--- src/rtl/rbt_pkg.sv ---
// Shared types and constants for the ranging beacon table.
package rbt_pkg;

    localparam int IN_TDATA_W  = 360;
    localparam int OUT_TDATA_W = 304;
    localparam int OUT_TUSER_W = 3;
    localparam int MAX_RESULTS = 8;
    localparam int FOUND_W     = 4;

    localparam logic [31:0] ONE_SECOND_US = 32'd1000000;

    localparam logic [2:0] STAT_UPDATED  = 3'd0;
    localparam logic [2:0] STAT_FILLED   = 3'd1;
    localparam logic [2:0] STAT_REPLACED = 3'd2;
    localparam logic [2:0] STAT_FRESH    = 3'd3;
    localparam logic [2:0] STAT_NONE     = 3'd4;

    localparam logic CMD_STORE = 1'b0;
    localparam logic CMD_SCAN  = 1'b1;

    typedef enum logic [2:0] {
        S_IDLE,
        S_READ,
        S_EVAL,
        S_WRITE,
        S_FINISH
    } t_state;

    typedef enum logic {
        CMP_LESS,
        CMP_AGE
    } t_cmp_op;

    typedef struct packed {
        logic wr;
        logic rd;
    } t_mem_ctl;

    typedef struct packed {
        logic [7:0]  id;
        logic [63:0] lat;
        logic [63:0] lon;
        logic [31:0] alt;
        logic [31:0] rng;
        logic [31:0] acc;
        logic [63:0] stime;
    } t_entry;

    typedef struct packed {
        logic        cmd;
        t_entry      ent;
        logic [63:0] ctime;
    } t_item;

endpackage

--- src/rtl/rbt_entry_mem.sv ---
// Entry storage: one write port, one registered read port.
module rbt_entry_mem #(
    parameter int ENTRIES = 8,
    parameter int IW      = 3
) (
    input  logic              i_clk,
    input  rbt_pkg::t_mem_ctl i_ctl,
    input  logic [IW-1:0]     i_waddr,
    input  logic [IW-1:0]     i_raddr,
    input  rbt_pkg::t_entry   i_wdata,
    output rbt_pkg::t_entry   o_rdata
);
    import rbt_pkg::*;

    t_entry r_mem [ENTRIES];
    t_entry r_rdata;

    always_ff @(posedge i_clk) begin
        if (i_ctl.wr) begin
            r_mem[i_waddr] <= i_wdata;
        end
    end

    always_ff @(posedge i_clk) begin
        if (i_ctl.rd) begin
            r_rdata <= r_mem[i_raddr];
        end
    end

    assign o_rdata = r_rdata;

endmodule

--- src/rtl/rbt_cmp_unit.sv ---
// Shared 64-bit subtractor: oldest-time compare or age-window check.
module rbt_cmp_unit (
    input  rbt_pkg::t_cmp_op i_op,
    input  logic [63:0]      i_a,
    input  logic [63:0]      i_b,
    input  logic [31:0]      i_max_age,
    output logic             o_hit
);
    import rbt_pkg::*;

    logic [64:0] diff;

    assign diff = {1'b0, i_a} - {1'b0, i_b};

    always_comb begin
        case (i_op)
            CMP_LESS: o_hit = diff[64];
            CMP_AGE:  o_hit = (diff[63:32] == 32'd0) && (diff[31:0] <= i_max_age);
            default:  o_hit = 1'b0;
        endcase
    end

endmodule

--- src/rtl/rbt_ctrl.sv ---
// Sequencer: sweeps the entries for store and scan, owns valid bits and result register.
module rbt_ctrl #(
    parameter int ENTRIES = 8,
    parameter int IW      = 3
) (
    input  logic              i_clk,
    input  logic              i_rst_n,
    input  logic              i_in_valid,
    output logic              o_in_ready,
    input  rbt_pkg::t_item    i_item,
    output rbt_pkg::t_mem_ctl o_mem_ctl,
    output logic [IW-1:0]     o_raddr,
    output logic [IW-1:0]     o_waddr,
    output rbt_pkg::t_entry   o_wdata,
    input  rbt_pkg::t_entry   i_rdata,
    output rbt_pkg::t_cmp_op  o_cmp_op,
    output logic [63:0]       o_cmp_a,
    output logic [63:0]       o_cmp_b,
    input  logic              i_cmp_hit,
    output logic              o_out_valid,
    input  logic              i_out_ready,
    output logic [2:0]        o_status,
    output logic [2:0]        o_slot,
    output rbt_pkg::t_entry   o_ent,
    output logic              o_last
);
    import rbt_pkg::*;

    localparam logic [IW-1:0] LAST_IDX = IW'(ENTRIES - 1);

    t_state               r_state;
    t_state               n_state;
    t_item                r_item;
    logic [IW-1:0]        r_idx;
    logic [ENTRIES-1:0]   r_valid;
    logic                 r_match_hit;
    logic [IW-1:0]        r_match_idx;
    logic                 r_free_hit;
    logic [IW-1:0]        r_free_idx;
    logic [IW-1:0]        r_old_idx;
    logic [63:0]          r_old_time;
    logic                 r_pend_vld;
    logic [IW-1:0]        r_pend_idx;
    t_entry               r_pend_ent;
    logic [FOUND_W-1:0]   r_found;
    logic                 r_out_vld;
    logic [2:0]           r_out_status;
    logic [2:0]           r_out_slot;
    t_entry               r_out_ent;
    logic                 r_out_last;

    logic                 out_free;
    logic                 cur_valid;
    logic                 fresh;
    logic                 stall;
    logic                 sweep_end;
    logic [IW-1:0]        wr_slot;
    logic [2:0]           wr_status;
    logic                 take;
    logic                 eval_go;
    logic                 wr_go;
    logic                 fin_go;
    logic                 push_pend;

    assign out_free  = !r_out_vld || i_out_ready;
    assign cur_valid = r_valid[r_idx];
    assign fresh     = (r_item.cmd == CMD_SCAN) && cur_valid && i_cmp_hit;
    // a new fresh entry can only be parked once the previous one has left
    assign stall     = (r_state == S_EVAL) && fresh && r_pend_vld && !out_free;
    assign sweep_end = (r_idx == LAST_IDX) ||
                       (fresh && (r_found == FOUND_W'(MAX_RESULTS - 1)));

    always_comb begin
        if (r_match_hit) begin
            wr_slot   = r_match_idx;
            wr_status = STAT_UPDATED;
        end else if (r_free_hit) begin
            wr_slot   = r_free_idx;
            wr_status = STAT_FILLED;
        end else begin
            wr_slot   = r_old_idx;
            wr_status = STAT_REPLACED;
        end
    end

    // next state
    always_comb begin
        n_state = r_state;
        unique case (r_state)
            S_IDLE: begin
                if (i_in_valid) n_state = S_READ;
            end
            S_READ: begin
                n_state = S_EVAL;
            end
            S_EVAL: begin
                if (!stall) begin
                    if (!sweep_end) n_state = S_READ;
                    else if (r_item.cmd == CMD_SCAN) n_state = S_FINISH;
                    else n_state = S_WRITE;
                end
            end
            S_WRITE, S_FINISH: begin
                if (out_free) n_state = S_IDLE;
            end
            default: n_state = S_IDLE;
        endcase
    end

    // state outputs
    always_comb begin
        o_in_ready   = (r_state == S_IDLE);
        o_mem_ctl.rd = (r_state == S_READ);
        o_mem_ctl.wr = (r_state == S_WRITE) && out_free;
        take         = (r_state == S_IDLE) && i_in_valid;
        eval_go      = (r_state == S_EVAL) && !stall;
        wr_go        = o_mem_ctl.wr;
        fin_go       = (r_state == S_FINISH) && out_free;
        push_pend    = eval_go && fresh && r_pend_vld;
    end

    assign o_raddr  = r_idx;
    assign o_waddr  = wr_slot;
    assign o_wdata  = r_item.ent;
    assign o_cmp_op = (r_item.cmd == CMD_SCAN) ? CMP_AGE : CMP_LESS;
    assign o_cmp_a  = (r_item.cmd == CMD_SCAN) ? r_item.ctime : i_rdata.stime;
    assign o_cmp_b  = (r_item.cmd == CMD_SCAN) ? i_rdata.stime : r_old_time;

    always_ff @(posedge i_clk) begin
        if (!i_rst_n) begin
            r_state     <= S_IDLE;
            r_idx       <= '0;
            r_valid     <= '0;
            r_match_hit <= 1'b0;
            r_free_hit  <= 1'b0;
            r_pend_vld  <= 1'b0;
            r_found     <= '0;
            r_out_vld   <= 1'b0;
        end else begin
            r_state <= n_state;
            if (take) begin
                r_idx       <= '0;
                r_match_hit <= 1'b0;
                r_free_hit  <= 1'b0;
                r_pend_vld  <= 1'b0;
                r_found     <= '0;
            end else if (eval_go) begin
                if (!sweep_end) r_idx <= r_idx + 1'b1;
                if (r_item.cmd == CMD_STORE) begin
                    if (cur_valid && (i_rdata.id == r_item.ent.id) && !r_match_hit) begin
                        r_match_hit <= 1'b1;
                    end
                    if (!cur_valid && !r_free_hit) begin
                        r_free_hit <= 1'b1;
                    end
                end else if (fresh) begin
                    r_pend_vld <= 1'b1;
                    r_found    <= r_found + 1'b1;
                end
            end
            if (wr_go) begin
                r_valid[wr_slot] <= 1'b1;
            end
            if (wr_go || fin_go || push_pend) begin
                r_out_vld <= 1'b1;
            end else if (i_out_ready) begin
                r_out_vld <= 1'b0;
            end
        end
    end

    // payload registers
    always_ff @(posedge i_clk) begin
        if (take) begin
            r_item <= i_item;
        end
        if (eval_go) begin
            if (r_item.cmd == CMD_STORE) begin
                if (cur_valid && (i_rdata.id == r_item.ent.id) && !r_match_hit) begin
                    r_match_idx <= r_idx;
                end
                if (!cur_valid && !r_free_hit) begin
                    r_free_idx <= r_idx;
                end
                // strict less keeps the lowest index on ties
                if ((r_idx == '0) || i_cmp_hit) begin
                    r_old_idx  <= r_idx;
                    r_old_time <= i_rdata.stime;
                end
            end else if (fresh) begin
                r_pend_idx <= r_idx;
                r_pend_ent <= i_rdata;
            end
        end
        if (wr_go) begin
            r_out_status <= wr_status;
            r_out_slot   <= 3'(wr_slot);
            r_out_ent    <= '0;
            r_out_last   <= 1'b1;
        end else if (fin_go) begin
            r_out_last <= 1'b1;
            if (r_pend_vld) begin
                r_out_status <= STAT_FRESH;
                r_out_slot   <= 3'(r_pend_idx);
                r_out_ent    <= r_pend_ent;
            end else begin
                r_out_status <= STAT_NONE;
                r_out_slot   <= 3'd0;
                r_out_ent    <= '0;
            end
        end else if (push_pend) begin
            r_out_status <= STAT_FRESH;
            r_out_slot   <= 3'(r_pend_idx);
            r_out_ent    <= r_pend_ent;
            r_out_last   <= 1'b0;
        end
    end

    assign o_out_valid = r_out_vld;
    assign o_status    = r_out_status;
    assign o_slot      = r_out_slot;
    assign o_ent       = r_out_ent;
    assign o_last      = r_out_last;

endmodule

--- src/rtl/ranging_beacon_table.sv ---
// Top level of the ranging beacon table: stream ports, max_age register, unit wiring.
//
// Input stream s_axis: tuser carries the command (store or scan); tdata carries the
// report and the present time. A store beat writes one report into the table and
// yields one result beat; a scan beat yields one beat per fresh entry in index
// order (at most eight), or a single "none fresh" beat, with tlast on the final one.
// The cfg channel writes max_age and is always ready; write it only while idle.
// Each item sweeps the entries (a scan stops once it has found eight) through the single
// read port of the entry memory and the shared 64-bit subtractor, a read state and an
// evaluate state per entry: a store or a scan holds tready low through the sweep and its
// write or finish state, plus any time spent waiting on the result register.
// Results leave from a register, so the next item is taken while the last result
// still waits on m_axis.
// A fresh entry waits in a holding register until the sweep proves whether it is
// the last; if another fresh entry turns up while m_axis stalls, the sweep stops until the result register drains.
// Reset clears every valid bit and the result valid flag, and sets max_age to one second.
module ranging_beacon_table #(
    parameter int ENTRIES = 8
) (
    input  logic                             i_clk,
    input  logic                             i_rst_n,
    input  logic                             s_axis_tvalid,
    output logic                             s_axis_tready,
    // id, latitude, longitude, altitude, range, accuracy, sample_time, current_time
    input  logic [rbt_pkg::IN_TDATA_W-1:0]   s_axis_tdata,
    // command
    input  logic [0:0]                       s_axis_tuser,
    output logic                             m_axis_tvalid,
    input  logic                             m_axis_tready,
    // slot, id, latitude, longitude, altitude, range, accuracy, sample_time, zero pad
    output logic [rbt_pkg::OUT_TDATA_W-1:0]  m_axis_tdata,
    // status
    output logic [rbt_pkg::OUT_TUSER_W-1:0]  m_axis_tuser,
    output logic                             m_axis_tlast,
    input  logic                             i_cfg_valid,
    output logic                             o_cfg_ready,
    input  logic [31:0]                      i_cfg_data
);
    import rbt_pkg::*;

    localparam int IW = (ENTRIES > 1) ? $clog2(ENTRIES) : 1;

    logic [31:0]   r_max_age;
    t_item         in_item;
    t_mem_ctl      mem_ctl;
    logic [IW-1:0] mem_raddr;
    logic [IW-1:0] mem_waddr;
    t_entry        mem_wdata;
    t_entry        mem_rdata;
    t_cmp_op       cmp_op;
    logic [63:0]   cmp_a;
    logic [63:0]   cmp_b;
    logic          cmp_hit;
    logic [2:0]    out_status;
    logic [2:0]    out_slot;
    t_entry        out_ent;

    assign o_cfg_ready = 1'b1;

    always_ff @(posedge i_clk) begin
        if (!i_rst_n) begin
            r_max_age <= ONE_SECOND_US;
        end else if (i_cfg_valid) begin
            r_max_age <= i_cfg_data;
        end
    end

    assign in_item.cmd       = s_axis_tuser[0];
    assign in_item.ent.id    = s_axis_tdata[7:0];
    assign in_item.ent.lat   = s_axis_tdata[71:8];
    assign in_item.ent.lon   = s_axis_tdata[135:72];
    assign in_item.ent.alt   = s_axis_tdata[167:136];
    assign in_item.ent.rng   = s_axis_tdata[199:168];
    assign in_item.ent.acc   = s_axis_tdata[231:200];
    assign in_item.ent.stime = s_axis_tdata[295:232];
    assign in_item.ctime     = s_axis_tdata[359:296];

    rbt_ctrl #(
        .ENTRIES (ENTRIES),
        .IW      (IW)
    ) u_ctrl (
        .i_clk       (i_clk),
        .i_rst_n     (i_rst_n),
        .i_in_valid  (s_axis_tvalid),
        .o_in_ready  (s_axis_tready),
        .i_item      (in_item),
        .o_mem_ctl   (mem_ctl),
        .o_raddr     (mem_raddr),
        .o_waddr     (mem_waddr),
        .o_wdata     (mem_wdata),
        .i_rdata     (mem_rdata),
        .o_cmp_op    (cmp_op),
        .o_cmp_a     (cmp_a),
        .o_cmp_b     (cmp_b),
        .i_cmp_hit   (cmp_hit),
        .o_out_valid (m_axis_tvalid),
        .i_out_ready (m_axis_tready),
        .o_status    (out_status),
        .o_slot      (out_slot),
        .o_ent       (out_ent),
        .o_last      (m_axis_tlast)
    );

    rbt_entry_mem #(
        .ENTRIES (ENTRIES),
        .IW      (IW)
    ) u_mem (
        .i_clk   (i_clk),
        .i_ctl   (mem_ctl),
        .i_waddr (mem_waddr),
        .i_raddr (mem_raddr),
        .i_wdata (mem_wdata),
        .o_rdata (mem_rdata)
    );

    rbt_cmp_unit u_cmp (
        .i_op      (cmp_op),
        .i_a       (cmp_a),
        .i_b       (cmp_b),
        .i_max_age (r_max_age),
        .o_hit     (cmp_hit)
    );

    assign m_axis_tuser = out_status;
    assign m_axis_tdata = {5'd0, out_ent.stime, out_ent.acc, out_ent.rng, out_ent.alt,
                           out_ent.lon, out_ent.lat, out_ent.id, out_slot};

endmodule

--- config.mk ---
export PLATFORM = sky130hd
export DESIGN_NAME = ranging_beacon_table
export DESIGN_NICKNAME = d
export VERILOG_FILES = /design/src/rtl/rbt_pkg.sv /design/src/rtl/rbt_entry_mem.sv /design/src/rtl/rbt_cmp_unit.sv /design/src/rtl/rbt_ctrl.sv /design/src/rtl/ranging_beacon_table.sv
export SDC_FILE = /design/constraint.sdc
export NUM_CORES = 2
export LEC_CHECK = 0
export BUFFER_PORTS_ARGS = -buffer_cell sky130_fd_sc_hd__buf_2
export CAP_MARGIN = 20
export CORE_MARGIN = 4
export CORE_UTILIZATION = 31
export CTS_BUF_LIST = sky130_fd_sc_hd__clkbuf_4
export CTS_CLUSTER_DIAMETER = 150
export DETAILED_ROUTE_END_ITERATION = 10
export GPL_TIMING_DRIVEN = 0
export MAX_ROUTING_LAYER = met4
export PLACE_DENSITY = 0.53
export SLEW_MARGIN = 20
export SYNTH_ARGS = -nofsm -noshare
export SYNTH_HDL_FRONTEND = slang
export SYNTH_SLANG_ARGS = --single-unit
--- constraint.sdc ---
create_clock -name i_clk -period 20.5 [get_ports i_clk]
set_clock_uncertainty 0.2 [all_clocks]
set_input_delay 2.05 -clock i_clk [delete_from_list [all_inputs] [get_ports i_clk]]
set_output_delay 2.05 -clock i_clk [all_outputs]
set_load 0.02 [all_outputs]
==> impl_metrics.toml <==
[flow_run]
cap_violations = 0

[cells_and_area]
fill_cells = 41809
final_cells = 15884
areaGrowthSynthToFinish_pct = 21.3
finish.instance_area_mm2 = 0.170
fin_util_pct = 37.8
nNetsFinal = 9676
layout-drive-gt1-share_pct = 37.6

[yosys]
synth-async-reset-ratio_pct = 0
synth.avg_cell_area_um2 = 19.7
netlist_instances = 7121
synth_area_mm2 = 0.140
yosysUniqueCellTypes = 84
synthDominantCellAreaShare_pct = 73.0
synth-seq-area-share_pct = 78.0
ys_ff_latch = 3754
synth_top_area_cell = "edfxtp_1"
ys_warn_count = 0
synth_edf_count = 3403
ys.flop_type = "edfxtp_1"
synth_area_leaders = "edfxtp_1 73%, mux4_2 9.6%, dfxtp_1 5.0%, mux2_2 2.9%, nand2_1 1.9%"

[detailed_routing]
vias = 77172
drt_first_pass_iters = 6
drt-total-wl_um = 433000
route.antenna.remaining_nets = 0
vias_per_cell = 4.86
initialDrtViolationCount = 5784
drcViolationCount = 0
avgRoutedWirePerCell_um = 27.2

[worst_setup_path]
critPathLaunchType = "flop"
critPathCaptureType = "flop"
max_stage_delay_ns = 0.63
slowest_stage = "nor4_4"
path_class = "flop to flop"
crit_arrival_ns = 11.64
crit_path_max_fanout = 10
required_ns = 21.74
reg2reg_depth = 32

[floorplanning]
io_pins = 709
dieWidth_um = 680
initial_core_util_pct = 31.2
placeableCoreArea_mm2 = 0.449
die_area_mm2 = 0.463
rows = 246
dieHeight_um = 680

[cts]
insertion_delay_ns = 1.72
clockBufferDepth = 5
cts-htree-levels = 7
post_cts_resized = 0
root_buffer = "clkbuf_4"
cts.clk_slew.worst_paths_ns = 0.07
cts_sinks = 3754
cts_made_buffers = 1094
cts_tree = "yes"

[pwr]
leakage_nw = 56.3
ir_worst_vdd_mv = 0.0489
design_power_total_mw = 15.9
power_density_mw_per_mm2 = 93.6

[place]
port_buffers = 701
dpl_cell_area_mm2 = 0.157
dp.cells = 14021
post-place-ws_ns = 10.07
gp_congestion = 0.871
hpwl_um = 303000

[timing]
finalWorstSetupSlack_ns = 10.10
fin_setup_tns_ns = 0
rsz0062_at_grt = "false"
fin_crit_ns = 10.40
finalHoldViolCount = 0
holdWs_ns = 0.167
slew_viol_final = 0
max_slew_margin_pct = 24.6
max_freq_ghz = 0.0962
setup_viol = 0
fin_crit_sh_pct = 50.7
tightest_slew_ns = 1.13

[hold_path]
hold_depth = 0
hold_path.class = "flop to flop"

[grt]
grt_usage_pct = 19.1
grt_max_degree = 65
antenna_found_initial = 73
overflow = 0
grt_pass1_vias = 81171
grt_pass1_wl_um = 604000

[status]
status = "complete, no violations"
## power breakdown
| part | internal, mW | total, mW | switching (mW) |
|---|---|---|---|
| clock network | 3.65 | 6.73 | 3.08 |
| logic | 0.230 | 0.635 | 0.406 |
| registers | 8.45 | 8.55 | 0.0959 |
## cell type report
cell class,count,area [um^2],area share (%)
Clock inverter,224,1200,0.708
Multi-Input combinational cell,2953,29200,17.2
Sequential cell,3754,109000,64.3
Clock buffer,1573,11800,6.95
Inverter,53,206,0.121
Tap cell,5952,7450,4.38
Antenna cell,54,135,0.0795
Buffer,365,1640,0.968
Timing Repair Buffer,956,9050,5.33
## layout by cell type, fill, tap and decap left out, drive strengths merged, types with 107 or more instances in the layout
cell	netlist	routed
buf	128	1053
edfxtp	3403	3403
dfxtp	351	351
o22ai	298	298
mux2	360	360
nand2	721	721
a21oi	120	120
mux4	594	594
clkbuf	237	1833
clkinv	0	195
nor2	107	107
## cell usage after synthesis (44+ instances only)
library cell	number
clkbuf_1	236
mux2_2	360
o22ai_1	298
ha_1	100
mux2i_1	100
mux4_2	594
dfxtp_1	351
nand2_1	721
o21ai_0	79
nor2_1	107
inv_1	52
edfxtp_1	3403
a21oi_1	120
buf_1	64
nand4_1	44
## cells by family (layout without fill, tap and decap cells)
kind of cell | count (synthesis) | in the layout | synth area share [%]
AOI/OAI and AO/OA | 687 | 687 | 3.14
xor gates and xnor gates | 49 | 49 | 0.306
adders and majority gates | 101 | 101 | 0.908
buffers and inverters | 418 | 3171 | 1.25
DFF | 3754 | 3754 | 78.0
muxes | 1054 | 1054 | 13.2
other | 2 | 60 | 0.00536
and+or+nand+nor | 1056 | 1056 | 3.25
## path summary, 6_finish.rpt
check,slack [ns],start,endpoint
worst max-delay path,10.10,u_ctrl.r_item[360]$_DFFE_PP_,u_ctrl.o_ent[199]$_SDFFE_PP0P_
worst min-delay path,0.17,u_mem.o_rdata[239]$_DFFE_PP_,u_ctrl.r_pend_ent[239]$_DFFE_PP_
worst max register to register,10.10,u_ctrl.r_item[360]$_DFFE_PP_,u_ctrl.o_ent[199]$_SDFFE_PP0P_
worst min register to register,0.17,u_mem.o_rdata[239]$_DFFE_PP_,u_ctrl.r_pend_ent[239]$_DFFE_PP_
## registers in the layout (all words and copies together) (netlist names), 4 cells and up
signal	count
u_ctrl.r_found	4
u_mem.r_mem	2368
u_ctrl.r_pend_ent	296
u_ctrl.r_item	65
u_ctrl.o_ent	296
u_mem.o_rdata	296
r_max_age	32
u_ctrl.o_wdata	296
u_ctrl.r_old_time	64
u_ctrl.r_valid	8
## routing by layer
metal	part of all wire, %	vias up	global-route usage, %
li1	-	33521	-
met1	42	40172	23.5
met2	49	2773	30.2
met3	5.7	706	4.43
met4	3.9	0	8.62
met5	0	-	-
## worst max-delay path: cells and delay by family (launching register included)
family,cells,cell delay (ns)
flops,1,0.34
fa+ha+maj,2,0.66
mux,1,0.19
buf+inv,8,2.74
compound gates,9,2.56
simple gates,11,3.17
xor+xnor,1,0.22
## timing repair
item / 4_1_cts / 5_1_grt
hold buffers: 8 / 0
hold endpoints to repair: 8 / 0
setup buffers: 0 / 0
Note: power is estimated with default switching activity, not from simulation.
